--- src/rtl/spsl_pkg.sv ---
// ----------------------------------------------------------------------------
// spsl_pkg
// Shared widths, register indexes, opcodes and interface structs for the
// servo position slew core.
// ----------------------------------------------------------------------------
package spsl_pkg;

  // Field widths
  localparam int PULSE_W    = 16;
  localparam int DELAY_W    = 8;
  localparam int POS_W      = 4;
  localparam int CFG_IDX_W  = 3;
  localparam int CFG_DATA_W = 16;

  // Stream payload widths; the data fields are padded to whole bytes
  localparam int IN_TDATA_W  = 8;
  localparam int IN_TUSER_W  = 1;
  localparam int OUT_TDATA_W = 24;
  localparam int OUT_PAD_W   = OUT_TDATA_W - PULSE_W - 2;

  // Default number of calibrated positions
  localparam int POSITIONS_DEF = 10;

  // Register indexes on the configuration port
  localparam logic [CFG_IDX_W-1:0] REG_OPEN_PULSE   = 3'd0;
  localparam logic [CFG_IDX_W-1:0] REG_CLOSED_PULSE = 3'd1;
  localparam logic [CFG_IDX_W-1:0] REG_CAL_VALID    = 3'd2;
  localparam logic [CFG_IDX_W-1:0] REG_OPEN_DELAY   = 3'd3;
  localparam logic [CFG_IDX_W-1:0] REG_CLOSE_DELAY  = 3'd4;

  // Reset values of the delay registers
  localparam logic [DELAY_W-1:0] OPEN_DELAY_RST  = 8'd5;
  localparam logic [DELAY_W-1:0] CLOSE_DELAY_RST = 8'd2;

  // Item opcodes
  localparam logic OP_TICK = 1'b0;
  localparam logic OP_SET  = 1'b1;

  // Configuration register file contents
  typedef struct packed {
    logic [PULSE_W-1:0] open_pulse;
    logic [PULSE_W-1:0] closed_pulse;
    logic               calibration_valid;
    logic [DELAY_W-1:0] open_delay;
    logic [DELAY_W-1:0] close_delay;
  } cfg_t;

  // Item leaving the target pipeline for the slew stage
  typedef struct packed {
    logic               valid;
    logic               opcode;
    logic [PULSE_W-1:0] target;
    logic               span_up;
  } cmd_t;

endpackage

--- src/rtl/servo_position_slew_core.sv ---
// ----------------------------------------------------------------------------
// servo_position_slew_core
// Slews a servo compare value toward calibrated positions, one count per step.
// ----------------------------------------------------------------------------
// Each input item is a millisecond tick or a set-position command; each gives
// exactly one result with the pulse value, a moving flag and a rejected flag.
// The core takes one item per clock while the result stream is not stalled;
// each item passes, in order, through an input register, a register after the
// reciprocal multiply that divides the calibrated span by the position count
// minus one, a register after the position offset and target, then the slew
// state and result register, which updates once per item and sets the rate.
// Program the calibration and delays only while no item is in flight.
module servo_position_slew_core #(
  parameter int POSITIONS = spsl_pkg::POSITIONS_DEF
) (
  input  logic                              clk,
  input  logic                              rst,
  // Input items
  input  logic                              s_axis_tvalid,
  output logic                              s_axis_tready,
  input  logic [spsl_pkg::IN_TDATA_W-1:0]   s_axis_tdata,  // [3:0] position_index
  input  logic [spsl_pkg::IN_TUSER_W-1:0]   s_axis_tuser,  // [0] opcode
  // Result items
  output logic                              m_axis_tvalid,
  input  logic                              m_axis_tready,
  // [15:0] pulse_value, [16] moving, [17] rejected
  output logic [spsl_pkg::OUT_TDATA_W-1:0]  m_axis_tdata,
  // Configuration writes
  input  logic                              cfg_valid,
  output logic                              cfg_ready,
  input  logic [spsl_pkg::CFG_IDX_W-1:0]    cfg_index,
  input  logic [spsl_pkg::CFG_DATA_W-1:0]   cfg_data
);
  import spsl_pkg::*;

  cfg_t               cfg;
  cmd_t               cmd;
  logic               cmd_ready;
  logic               cmd_fire;
  logic [PULSE_W-1:0] pulse;
  logic               moving;
  logic               rejected;

  // Configuration registers
  spsl_cfg_regs u_cfg_regs (
    .clk       (clk),
    .rst       (rst),
    .cfg_valid (cfg_valid),
    .cfg_ready (cfg_ready),
    .cfg_index (cfg_index),
    .cfg_data  (cfg_data),
    .cfg       (cfg)
  );

  // Target pipeline
  spsl_target #(
    .POSITIONS (POSITIONS)
  ) u_target (
    .clk       (clk),
    .rst       (rst),
    .in_valid  (s_axis_tvalid),
    .in_ready  (s_axis_tready),
    .in_opcode (s_axis_tuser[0]),
    .in_pos    (s_axis_tdata[POS_W-1:0]),
    .cfg       (cfg),
    .cmd       (cmd),
    .cmd_ready (cmd_ready)
  );

  // Slew state and result register
  spsl_slew u_slew (
    .clk       (clk),
    .rst       (rst),
    .cmd       (cmd),
    .cmd_ready (cmd_ready),
    .cfg       (cfg),
    .out_valid (m_axis_tvalid),
    .out_ready (m_axis_tready),
    .pulse     (pulse),
    .moving    (moving),
    .rejected  (rejected)
  );

  // Pack the result
  assign m_axis_tdata = {OUT_PAD_W'(0), rejected, moving, pulse};

  assign cmd_fire = cmd.valid && cmd_ready;

  // The pulse moves by at most one count per item
  a_pulse_single_step: assert property (@(posedge clk) disable iff (rst)
    cmd_fire |=> (pulse == $past(pulse)) ||
                 (pulse == $past(pulse) + PULSE_W'(1)) ||
                 (pulse == $past(pulse) - PULSE_W'(1)))
    else $error("pulse moved by more than one count");

  // Without an item reaching the slew stage the pulse holds
  a_pulse_hold: assert property (@(posedge clk) disable iff (rst)
    !cmd_fire |=> $stable(pulse))
    else $error("pulse changed without an item");

  // A stalled command at the slew stage holds its contents
  a_cmd_hold: assert property (@(posedge clk) disable iff (rst)
    cmd.valid && !cmd_ready |=> cmd.valid && $stable(cmd))
    else $error("stalled command changed");

  // Input back-pressure only when the target pipeline is full at its exit
  a_backpressure: assert property (@(posedge clk) disable iff (rst)
    !s_axis_tready |-> cmd.valid && !cmd_ready && m_axis_tvalid)
    else $error("input stalled while the pipeline can move");

endmodule

--- src/rtl/spsl_cfg_regs.sv ---
// ----------------------------------------------------------------------------
// spsl_cfg_regs
// Configuration register file: calibration pulses, calibration flag and the
// opening and closing step delays.
// ----------------------------------------------------------------------------
module spsl_cfg_regs (
  input  logic                             clk,
  input  logic                             rst,
  input  logic                             cfg_valid,
  output logic                             cfg_ready,
  input  logic [spsl_pkg::CFG_IDX_W-1:0]   cfg_index,
  input  logic [spsl_pkg::CFG_DATA_W-1:0]  cfg_data,
  output spsl_pkg::cfg_t                   cfg
);
  import spsl_pkg::*;

  // Writes are always taken
  assign cfg_ready = 1'b1;

  // Decode the write; indexes beyond the list are dropped
  always_ff @(posedge clk) begin
    if (rst) begin
      cfg.open_pulse        <= '0;
      cfg.closed_pulse      <= '0;
      cfg.calibration_valid <= 1'b0;
      cfg.open_delay        <= OPEN_DELAY_RST;
      cfg.close_delay       <= CLOSE_DELAY_RST;
    end else if (cfg_valid) begin
      case (cfg_index)
        REG_OPEN_PULSE:   cfg.open_pulse        <= cfg_data[PULSE_W-1:0];
        REG_CLOSED_PULSE: cfg.closed_pulse      <= cfg_data[PULSE_W-1:0];
        REG_CAL_VALID:    cfg.calibration_valid <= cfg_data[0];
        REG_OPEN_DELAY:   cfg.open_delay        <= cfg_data[DELAY_W-1:0];
        REG_CLOSE_DELAY:  cfg.close_delay       <= cfg_data[DELAY_W-1:0];
        default: ;
      endcase
    end
  end

endmodule

--- src/rtl/spsl_target.sv ---
// ----------------------------------------------------------------------------
// spsl_target
// Three-stage pipeline that turns a requested position into a target pulse:
// input register, reciprocal step division, then offset and target.
// ----------------------------------------------------------------------------
module spsl_target #(
  parameter int POSITIONS = spsl_pkg::POSITIONS_DEF
) (
  input  logic                        clk,
  input  logic                        rst,
  input  logic                        in_valid,
  output logic                        in_ready,
  input  logic                        in_opcode,
  input  logic [spsl_pkg::POS_W-1:0]  in_pos,
  input  spsl_pkg::cfg_t              cfg,
  output spsl_pkg::cmd_t              cmd,
  input  logic                        cmd_ready
);
  import spsl_pkg::*;

  // Division by the position count minus one as a reciprocal multiply.
  // With the shift at pulse width plus log2 of the count the quotient is
  // exact for every 16-bit magnitude, so no correction step is needed.
  localparam int DIVISOR     = POSITIONS - 1;
  localparam int RECIP_SHIFT = PULSE_W + $clog2(POSITIONS);
  localparam int RECIP_W     = RECIP_SHIFT + 1;
  localparam int PROD_W      = PULSE_W + RECIP_W;
  localparam int OFF_W       = PULSE_W + POS_W;
  localparam logic [RECIP_W-1:0] RECIP =
    RECIP_W'(((longint'(1) << RECIP_SHIFT) + longint'(DIVISOR) - 1) / longint'(DIVISOR));
  localparam logic [POS_W:0]   POS_COUNT = (POS_W+1)'(POSITIONS);
  localparam logic [POS_W-1:0] POS_LAST  = POS_W'(POSITIONS - 1);

  // Stage registers
  logic               v1, op1;
  logic [POS_W-1:0]   pos1;
  logic               v2, op2, neg2, last2;
  logic [POS_W-1:0]   pos2;
  logic [PULSE_W-1:0] quot2;
  logic               v3, op3, inc3;
  logic [PULSE_W-1:0] target3;

  logic               free1, free2, free3;
  logic [PULSE_W:0]   diff1, mag_full1;
  logic               neg1;
  logic [PULSE_W-1:0] mag1, quot1;
  logic [PROD_W-1:0]  prod1;
  logic [POS_W-1:0]   pos_c1;
  logic [OFF_W-1:0]   off_full2;
  logic [PULSE_W-1:0] off2, target2;
  logic               inc2;

  // Each stage moves on when the one after it is empty or moving on
  assign free3    = !v3 || cmd_ready;
  assign free2    = !v2 || free3;
  assign free1    = !v1 || free2;
  assign in_ready = free1;

  // Stage 1: span sign and magnitude, reciprocal product, index clamp
  always_comb begin
    diff1     = {1'b0, cfg.open_pulse} - {1'b0, cfg.closed_pulse};
    neg1      = diff1[PULSE_W];
    mag_full1 = neg1 ? (~diff1 + (PULSE_W+1)'(1)) : diff1;
    mag1      = mag_full1[PULSE_W-1:0];
    prod1     = PROD_W'(mag1) * PROD_W'(RECIP);
    quot1     = prod1[RECIP_SHIFT +: PULSE_W];
    pos_c1    = ({1'b0, pos1} >= POS_COUNT) ? POS_LAST : pos1;
  end

  // Stage 2: offset of the position and target pulse, wrapped to 16 bits
  always_comb begin
    off_full2 = OFF_W'(quot2) * OFF_W'(pos2);
    off2      = off_full2[PULSE_W-1:0];
    if (last2) begin
      target2 = cfg.open_pulse;
    end else if (neg2) begin
      target2 = cfg.closed_pulse - off2;
    end else begin
      target2 = cfg.closed_pulse + off2;
    end
    inc2 = !neg2 && (quot2 != '0);
  end

  // Valid bits
  always_ff @(posedge clk) begin
    if (rst) begin
      v1 <= 1'b0;
      v2 <= 1'b0;
      v3 <= 1'b0;
    end else begin
      if (free1) v1 <= in_valid;
      if (free2) v2 <= v1;
      if (free3) v3 <= v2;
    end
  end

  // Payload registers
  always_ff @(posedge clk) begin
    if (in_valid && free1) begin
      op1  <= in_opcode;
      pos1 <= in_pos;
    end
    if (v1 && free2) begin
      op2   <= op1;
      pos2  <= pos_c1;
      last2 <= (pos_c1 == POS_LAST);
      neg2  <= neg1;
      quot2 <= quot1;
    end
    if (v2 && free3) begin
      op3     <= op2;
      target3 <= target2;
      inc3    <= inc2;
    end
  end

  assign cmd.valid   = v3;
  assign cmd.opcode  = op3;
  assign cmd.target  = target3;
  assign cmd.span_up = inc3;

endmodule

--- src/rtl/spsl_slew.sv ---
// ----------------------------------------------------------------------------
// spsl_slew
// Slew state and result register: takes a new target or a tick, steps the
// pulse by one count on schedule and presents the status of each item.
// ----------------------------------------------------------------------------
module spsl_slew (
  input  logic                          clk,
  input  logic                          rst,
  input  spsl_pkg::cmd_t                cmd,
  output logic                          cmd_ready,
  input  spsl_pkg::cfg_t                cfg,
  output logic                          out_valid,
  input  logic                          out_ready,
  output logic [spsl_pkg::PULSE_W-1:0]  pulse,
  output logic                          moving,
  output logic                          rejected
);
  import spsl_pkg::*;

  logic [PULSE_W-1:0] current_pulse, current_pulse_next;
  logic [PULSE_W-1:0] target_pulse, target_pulse_next;
  logic [DELAY_W-1:0] delay_count, delay_count_next;
  logic [DELAY_W-1:0] step_delay, step_delay_next;
  logic               rejected_next;
  logic [DELAY_W-1:0] dly;
  logic               up, opening, fire;

  // One count toward the target
  function automatic logic [PULSE_W-1:0] step_toward(
    input logic [PULSE_W-1:0] cur,
    input logic [PULSE_W-1:0] tgt
  );
    logic [PULSE_W-1:0] res;
    if (cur < tgt) begin
      res = cur + PULSE_W'(1);
    end else if (cur > tgt) begin
      res = cur - PULSE_W'(1);
    end else begin
      res = cur;
    end
    return res;
  endfunction

  assign cmd_ready = !out_valid || out_ready;
  assign fire      = cmd.valid && cmd_ready;

  // Next state for the item at the head of the pipeline
  always_comb begin
    current_pulse_next = current_pulse;
    target_pulse_next  = target_pulse;
    delay_count_next   = delay_count;
    step_delay_next    = step_delay;
    rejected_next      = 1'b0;
    up                 = 1'b0;
    opening            = 1'b0;
    dly                = '0;
    if (cmd.opcode == OP_SET) begin
      if (!cfg.calibration_valid) begin
        rejected_next = 1'b1;
      end else begin
        // Retarget, pick the delay for the direction, step at once
        target_pulse_next  = cmd.target;
        up                 = (cmd.target >= current_pulse);
        opening            = (up == cmd.span_up);
        dly                = opening ? cfg.open_delay : cfg.close_delay;
        if (dly == '0) dly = DELAY_W'(1);
        step_delay_next    = dly;
        delay_count_next   = dly;
        current_pulse_next = step_toward(current_pulse, cmd.target);
      end
    end else if (current_pulse != target_pulse) begin
      // Count the tick down, step when the delay has run out
      if (delay_count > DELAY_W'(1)) begin
        delay_count_next = delay_count - DELAY_W'(1);
      end else begin
        current_pulse_next = step_toward(current_pulse, target_pulse);
        delay_count_next   = (step_delay == '0) ? DELAY_W'(1) : step_delay;
      end
    end
  end

  // Slew state and result valid
  always_ff @(posedge clk) begin
    if (rst) begin
      current_pulse <= '0;
      target_pulse  <= '0;
      delay_count   <= '0;
      step_delay    <= '0;
      out_valid     <= 1'b0;
    end else begin
      if (fire) begin
        current_pulse <= current_pulse_next;
        target_pulse  <= target_pulse_next;
        delay_count   <= delay_count_next;
        step_delay    <= step_delay_next;
      end
      if (cmd_ready) out_valid <= cmd.valid;
    end
  end

  // Status flags of the result
  always_ff @(posedge clk) begin
    if (fire) begin
      moving   <= (current_pulse_next != target_pulse_next);
      rejected <= rejected_next;
    end
  end

  assign pulse = current_pulse;

endmodule

--- config.mk ---
export PLATFORM = sky130hd
export DESIGN_NAME = servo_position_slew_core
export DESIGN_NICKNAME = d
export VERILOG_FILES = /design/src/rtl/spsl_pkg.sv /design/src/rtl/servo_position_slew_core.sv /design/src/rtl/spsl_cfg_regs.sv /design/src/rtl/spsl_target.sv /design/src/rtl/spsl_slew.sv
export SDC_FILE = /design/constraint.sdc
export NUM_CORES = 1
export LEC_CHECK = 0
export ABC_AREA = 1
export BUFFER_PORTS_ARGS = -buffer_cell sky130_fd_sc_hd__buf_2
export CAP_MARGIN = 20
export CORE_UTILIZATION = 53
export CTS_CLUSTER_DIAMETER = 100
export DETAILED_ROUTE_END_ITERATION = 7
export HOLD_SLACK_MARGIN = 0.15
export PLACE_DENSITY = 0.7
export REMOVE_ABC_BUFFERS = 1
export SETUP_SLACK_MARGIN = 0.3
export SLEW_MARGIN = 0
export SYNTH_ARGS = -nofsm -noshare
export SYNTH_HDL_FRONTEND = slang
export SYNTH_SLANG_ARGS = --single-unit
--- constraint.sdc ---
create_clock -name clk -period 11.1 [get_ports clk]
set_clock_uncertainty 0.1 [all_clocks]
set_input_delay 0 -clock clk [delete_from_list [all_inputs] [get_ports clk]]
set_output_delay 0 -clock clk [all_outputs]
set_load 0.01 [all_outputs]
==> qor.yml, run 1 <==
timing:
  final_hold_viol_count: 0
  period_share: 0.738
  tightestPinTransition_ns: 1.04
  clock.fmax_ghz: 0.122
  hold_slack_ns: 0.169
  grt_setup_unrepaired: "false"
  slew_viol_final: 0
  finalSetupViolations: 0
  slew_headroom: 0.306
  finalSetupTns_ns: 0
  finalCriticalPeriod_ns: 8.19
logic_synthesis:
  seq_area_frac_synth: 0.188
  syn-cell-area_um2: 17900
  avgSynthCellArea_um2: 7.03
  synthFlopType: "dfxtp_1"
  synth_edf_count: 45
  ys_seq_elements: 146
  postSynthCellCount: 2546
  synthArstFlopShare: 0
  yosys_warnings: 0
  ys_types: 57
critical_path:
  cpPeakStageDelay_ns: 0.68
  start_kind: "flop"
  cp_max_fo: 13
  crit_type: "flop to flop"
  slowest_stage: "a2111oi_0"
  cp_data_arrival_time_ns: 8.29
  cp.required_ns: 11.20
  end_kind: "flop"
  worst_path_most_repeated_cell: "nand2_1"
clock_network:
  cts_tree: "built"
  numCtsBuffers: 17
  clk-insertion-delay-late_ns: 0.44
  root_buffer: "clkbuf_16"
  cts.sinks: 146
  htreeDepth: 4
  clk_pin_slew_worst_paths_ns: 0.06
  clk_path_buf_depth: 2
die:
  start_util: 0.545
  die_area_um2: 34500
  fp.dieH_um: 186
  core_area_um2: 32900
  dieWidth_um: 186
  io-pin-count: 60
  rows: 66
finish:
  syn_to_final_growth_pct: 8.62
  drive_gt1_frac: 0.0652
  fin_nets: 2950
  n_antenna_cell: 0
  fin_util: 0.592
  fill_cells: 3136
routing:
  drc_errors: 0
  highest_layer: "met4"
  vias: 16400
  initialDrtViolationCount: 1032
  wirelength_um: 47600
  routed_via_density: 5.39
  wl_met2_um: 23400
  met3_length_um: 2270
  postRouteAntennaNets: 0
  dr.pass1.iters: 6
  avgRoutedWirePerCell_um: 15.6
  met1_length_um: 20900
global_route:
  overflow: 0
  grt_use_total: 0.282
  grt_pass1_vias: 15500
  grt_max_degree: 84
  grt_pass1_wl_um: 76700
  antenna_found_initial: 0
placement:
  dp_hpwl_um: 37600
  io_buffers: 48
  routabilityCongestion: 0.918
status:
  status: "finished, final reports clean"
run:
  maxCapViolCount: 0
hold_path:
  worstHoldPathType: "input port to flop"
-- metrics by stage --
stage,setup slack [ns],std cells,instance area (µm²)
after floorplan,4.14,2475,17500
after global placement,3.09,2971,18400
after detailed placement,2.91,2971,18400
after CTS,2.92,3051,19500
after global routing,2.54,3051,19500
final,2.91,3051,19500
-- synth_stat cells (3+ instances only) --
| cell | number | share of area |
|---|---|---|
| o21ai_0 | 162 | 0.045 |
| nor3_1 | 16 | 0.0045 |
| clkbuf_1 | 42 | 0.0088 |
| fa_1 | 99 | 0.11 |
| o21ai_1 | 10 | 0.0028 |
| a21o_1 | 3 | 0.0013 |
| nor2_2 | 8 | 0.0028 |
| a21boi_0 | 3 | 0.0013 |
| ha_1 | 222 | 0.16 |
| nor2_4 | 6 | 0.0038 |
| nor4_1 | 7 | 0.0024 |
| o21bai_1 | 8 | 0.0034 |
| nand2_2 | 17 | 0.0059 |
| or2_1 | 3 | 0.0010 |
| nand2_4 | 5 | 0.0031 |
| or2_2 | 3 | 0.0010 |
| xor2_1 | 65 | 0.032 |
| buf_4 | 16 | 0.0067 |
| inv_1 | 476 | 0.10 |
| xnor2_1 | 24 | 0.012 |
| inv_2 | 7 | 0.0015 |
| nor2_1 | 173 | 0.036 |
| dfxtp_1 | 101 | 0.11 |
| o21a_1 | 8 | 0.0034 |
| nand3b_1 | 8 | 0.0034 |
| nand2_1 | 543 | 0.11 |
| edfxtp_1 | 45 | 0.075 |
| nand3_2 | 22 | 0.012 |
| buf_2 | 16 | 0.0045 |
| o221ai_1 | 6 | 0.0029 |
| nand4_1 | 29 | 0.010 |
| a21oi_1 | 194 | 0.054 |
| o211ai_1 | 9 | 0.0038 |
| nand3_1 | 157 | 0.044 |
| a31oi_1 | 4 | 0.0014 |
-- layer usage --
metal  track usage  vias to the layer above
met5             0                        -
met4        0.0833                        0
met3        0.0372                       77
met2         0.495                      440
met1         0.359                     7679
li1              -                     8251
-- what timing repair did --
| action | 4_1_cts | 5_1_grt |
|---|---|---|
| setup buffers | 0 | 0 |
| hold buffers | 48 | 0 |
| endpoints found under the hold margin | 75 | 0 |
| gates resized for setup | 0 | 0 |
-- worst max-delay path: cells and delay by family, from the launching register on --
kind	cells	cell delay (ns)
AO/OA/AOI/OAI	4	1.35
adder cells (fa/ha/maj)	9	3.49
XOR/XNOR	1	0.53
AND/OR/NAND/NOR	13	1.29
buffers and inverters	6	0.80
flip-flops	1	0.38
-- cells by family after synthesis --
family,Yosys count,synth area share
simple gates,1007,0.252
buf+inv,561,0.123
compound gates,418,0.125
fa+ha+maj,321,0.266
flops,146,0.188
xor+xnor,91,0.0453
other cells,2,0.000419
-- cell type report --
| class | count | area (µm²) | area share |
|---|---|---|---|
| multi-input cells | 1844 | 12400 | 0.635 |
| flip-flops and latches | 146 | 3370 | 0.173 |
| inverters | 485 | 1820 | 0.0937 |
| repair buffers | 102 | 766 | 0.0394 |
| well taps | 442 | 553 | 0.0284 |
| clock buffers | 22 | 495 | 0.0255 |
| clock inverters | 10 | 83.8 | 0.00431 |
-- layout by cell type (no fill, tap or decap), drive strengths merged --
cell type / instances
o31a: 1
o21bai: 8
edfxtp: 45
a211oi: 1
a21o: 3
nand2: 565
conb: 7
nand3: 179
nand3b: 8
dlygate4sd3: 48
buf: 54
nor3: 18
dfxtp: 101
and3b: 1
a2111oi: 1
xnor2: 25
nand4: 33
and2: 1
xor2: 66
clkinv: 5
o221ai: 6
inv: 490
ha: 222
o211ai: 9
o21a: 8
a21oi: 197
a41oi: 1
nor4: 8
a21boi: 3
a31oi: 4
nor2: 187
clkbuf: 22
o31ai: 2
o21ai: 174
or2: 7
fa: 99
-- registers in the layout, indices dropped and copies added, names as in the netlist --
register,count
u_cfg_regs.cfg,49
u_slew.delay_count,8
u_slew.moving,1
u_slew.out_valid,1
u_slew.pulse,16
u_slew.rejected,1
u_slew.step_delay,8
u_slew.target_pulse,16
u_target.inc3,1
u_target.last2,1
u_target.neg2,1
u_target.op1,1
u_target.op2,1
u_target.op3,1
u_target.pos1,4
u_target.pos2,4
u_target.quot2,13
u_target.target3,16
u_target.v1,1
u_target.v2,1
u_target.v3,1
-- worst paths after layout --
kind,cells after the start,from,to,slack (ns)
worst min register to register,0,u_target.op1$_DFFE_PP_,u_target.op2$_DFFE_PP_,0.32
worst max-delay path,33,u_cfg_regs.cfg[17]$_SDFFE_PP0P_,u_target.quot2[12]$_DFFE_PP_,2.91
worst min-delay path,2,s_axis_tdata[1],u_target.pos1[1]$_DFFE_PP_,0.17
worst max register to register,33,u_cfg_regs.cfg[17]$_SDFFE_PP0P_,u_target.quot2[12]$_DFFE_PP_,2.91
Power of run 1 is not shown: default switching activity piles up to over one toggle a cycle in this logic, so the estimate is an artifact.
==> run 2: changes to the inputs <==
Clock period 11.1 ns to 8.1 ns, I/O delays scaled along.
==> qor.yml, run 2 (same netlist as run 1, synthesis figures left out) <==
status:
  status: "finished, final reports clean"
global_route:
  overflow: 0
  antenna_found_initial: 0
  grt_pass1_wl_um: 78200
  grt_use_total: 0.288
  grt_pass1_vias: 15900
  grt_max_degree: 84
clock_network:
  clk_pin_slew_worst_paths_ns: 0.07
  clk_path_buf_depth: 2
  htreeDepth: 4
  numCtsBuffers: 17
  cts_tree: "built"
  cts.sinks: 146
  clk-insertion-delay-late_ns: 0.45
  root_buffer: "clkbuf_16"
die:
  dieWidth_um: 186
  die_area_um2: 34500
  fp.dieH_um: 186
  rows: 66
  core_area_um2: 32900
  io-pin-count: 60
  start_util: 0.545
timing:
  finalSetupTns_ns: 0
  finalSetupViolations: 0
  clock.fmax_ghz: 0.135
  finalCriticalPeriod_ns: 7.40
  slew_viol_final: 0
  grt_setup_unrepaired: "false"
  hold_slack_ns: 0.168
  slew_headroom: 0.295
  final_hold_viol_count: 0
  period_share: 0.914
  tightestPinTransition_ns: 1.05
hold_path:
  hold_path_end: "u_target.pos1[2]$_DFFE_PP_"
  hold_path_depth: 2
  min_from: "s_axis_tdata[2]"
  worstHoldPathType: "input port to flop"
finish:
  final_cell_mix: "542 x nand2_1, 473 x inv_1, 220 x ha_1"
  regMostFlops: "u_cfg_regs.cfg"
  fill_cells: 3150
  register_area_um2: 3380
  final_common_cell: "nand2_1"
  multiInputGateArea_um2: 12400
  n_antenna_cell: 0
  drive_gt1_frac: 0.0789
  syn_to_final_growth_pct: 10.0
  largest_reg_flops: 49
  fin_nets: 2965
critical_path:
  cpPeakStageDelay_ns: 0.56
  slowest_stage: "fa_1"
  end_kind: "flop"
  reg2reg_from: "u_cfg_regs.cfg[33]$_SDFFE_PP0P_"
  r2r_cells: 34
  cp_data_arrival_time_ns: 7.48
  crit_type: "flop to flop"
  cp.required_ns: 8.18
  cp_max_fo: 6
  worst_path_most_repeated_cell: "inv_1"
  rr_endpoint: "u_target.quot2[6]$_DFFE_PP_"
  start_kind: "flop"
  reg2reg_slack_ns: 0.70
routing:
  postRouteAntennaNets: 0
  vias: 16600
  drc_errors: 0
  routed_via_density: 5.40
  wirelength_um: 48400
  avgRoutedWirePerCell_um: 15.8
  initialDrtViolationCount: 1044
  dr.pass1.iters: 5
placement:
  io_buffers: 48
  dp_hpwl_um: 38000
  routabilityCongestion: 0.940
run:
  maxCapViolCount: 0
-- run 2: changes by cell type in the layout (fill, tap and decap cells not counted), sizes merged --
cell,previous run,this run
buf,54,69
bufinv,0,1
clkbuf,22,17
clkinv,5,4
clkinvlp,0,1
inv,490,494
-- run 2: through the flow --
stage,cells,instance area [µm²],setup WS (ns),util
6_report,3066,19700,0.700,0.599
2_1_floorplan,2475,17500,1.14,-
4_1_cts,3059,19500,0.454,0.595
5_1_grt,3066,19700,0.237,0.599
3_5_place_dp,2979,18500,0.520,0.562
3_3_place_gp,2979,18500,0.589,0.562
-- run 2: repair_timing --
action / CTS / global route
gates resized for setup: 0 / 24
endpoints found under the setup margin: 0 / 13
setup buffers: 0 / 7
hold buffers: 48 / 0
endpoints found under the hold margin: 75 / 0
-- run 2: worst max-delay path by stage --
stage	startpoint	to	slack (ns)	cells after the start
floorplan	u_cfg_regs.cfg[33]$_SDFFE_PP0P_	u_target.quot2[7]$_DFFE_PP_	1.14	34
global placement	u_cfg_regs.cfg[17]$_SDFFE_PP0P_	u_target.quot2[12]$_DFFE_PP_	0.59	34
detailed placement	u_cfg_regs.cfg[17]$_SDFFE_PP0P_	u_target.quot2[12]$_DFFE_PP_	0.52	34
CTS	u_cfg_regs.cfg[17]$_SDFFE_PP0P_	u_target.quot2[12]$_DFFE_PP_	0.45	34
global route	u_cfg_regs.cfg[33]$_SDFFE_PP0P_	u_target.quot2[12]$_DFFE_PP_	0.24	37
finish	u_cfg_regs.cfg[33]$_SDFFE_PP0P_	u_target.quot2[6]$_DFFE_PP_	0.70	34
-- run 2: area by class of cell --
class | instances | share of cell area
multi-input combinational | 1844 | 0.632
sequential | 146 | 0.171
inverter | 485 | 0.0927
timing repair buffer | 117 | 0.0452
tap | 442 | 0.0281
clock buffer | 17 | 0.0216
clock inverter | 15 | 0.00927
-- run 2: routing by layer --
| metal | track usage | wire length (µm) | share of wire |
|---|---|---|---|
| met4 | 0.0866 | 1140 | 0.024 |
| met5 | 0 | 0 | 0 |
| met2 | 0.518 | 23900 | 0.49 |
| met3 | 0.0325 | 1880 | 0.039 |
| met1 | 0.358 | 21500 | 0.44 |
-- run 2: critical path, delay by kind of cell (launching register included) --
family / cells / cell delay [ns]
AO/OA/AOI/OAI: 5 / 0.80
XOR/XNOR: 2 / 0.31
adder cells (fa/ha/maj): 9 / 3.88
buffers and inverters: 10 / 0.97
flip-flops: 1 / 0.31
AND/OR/NAND/NOR: 8 / 0.76
Power of run 2 is left out for the same reason.
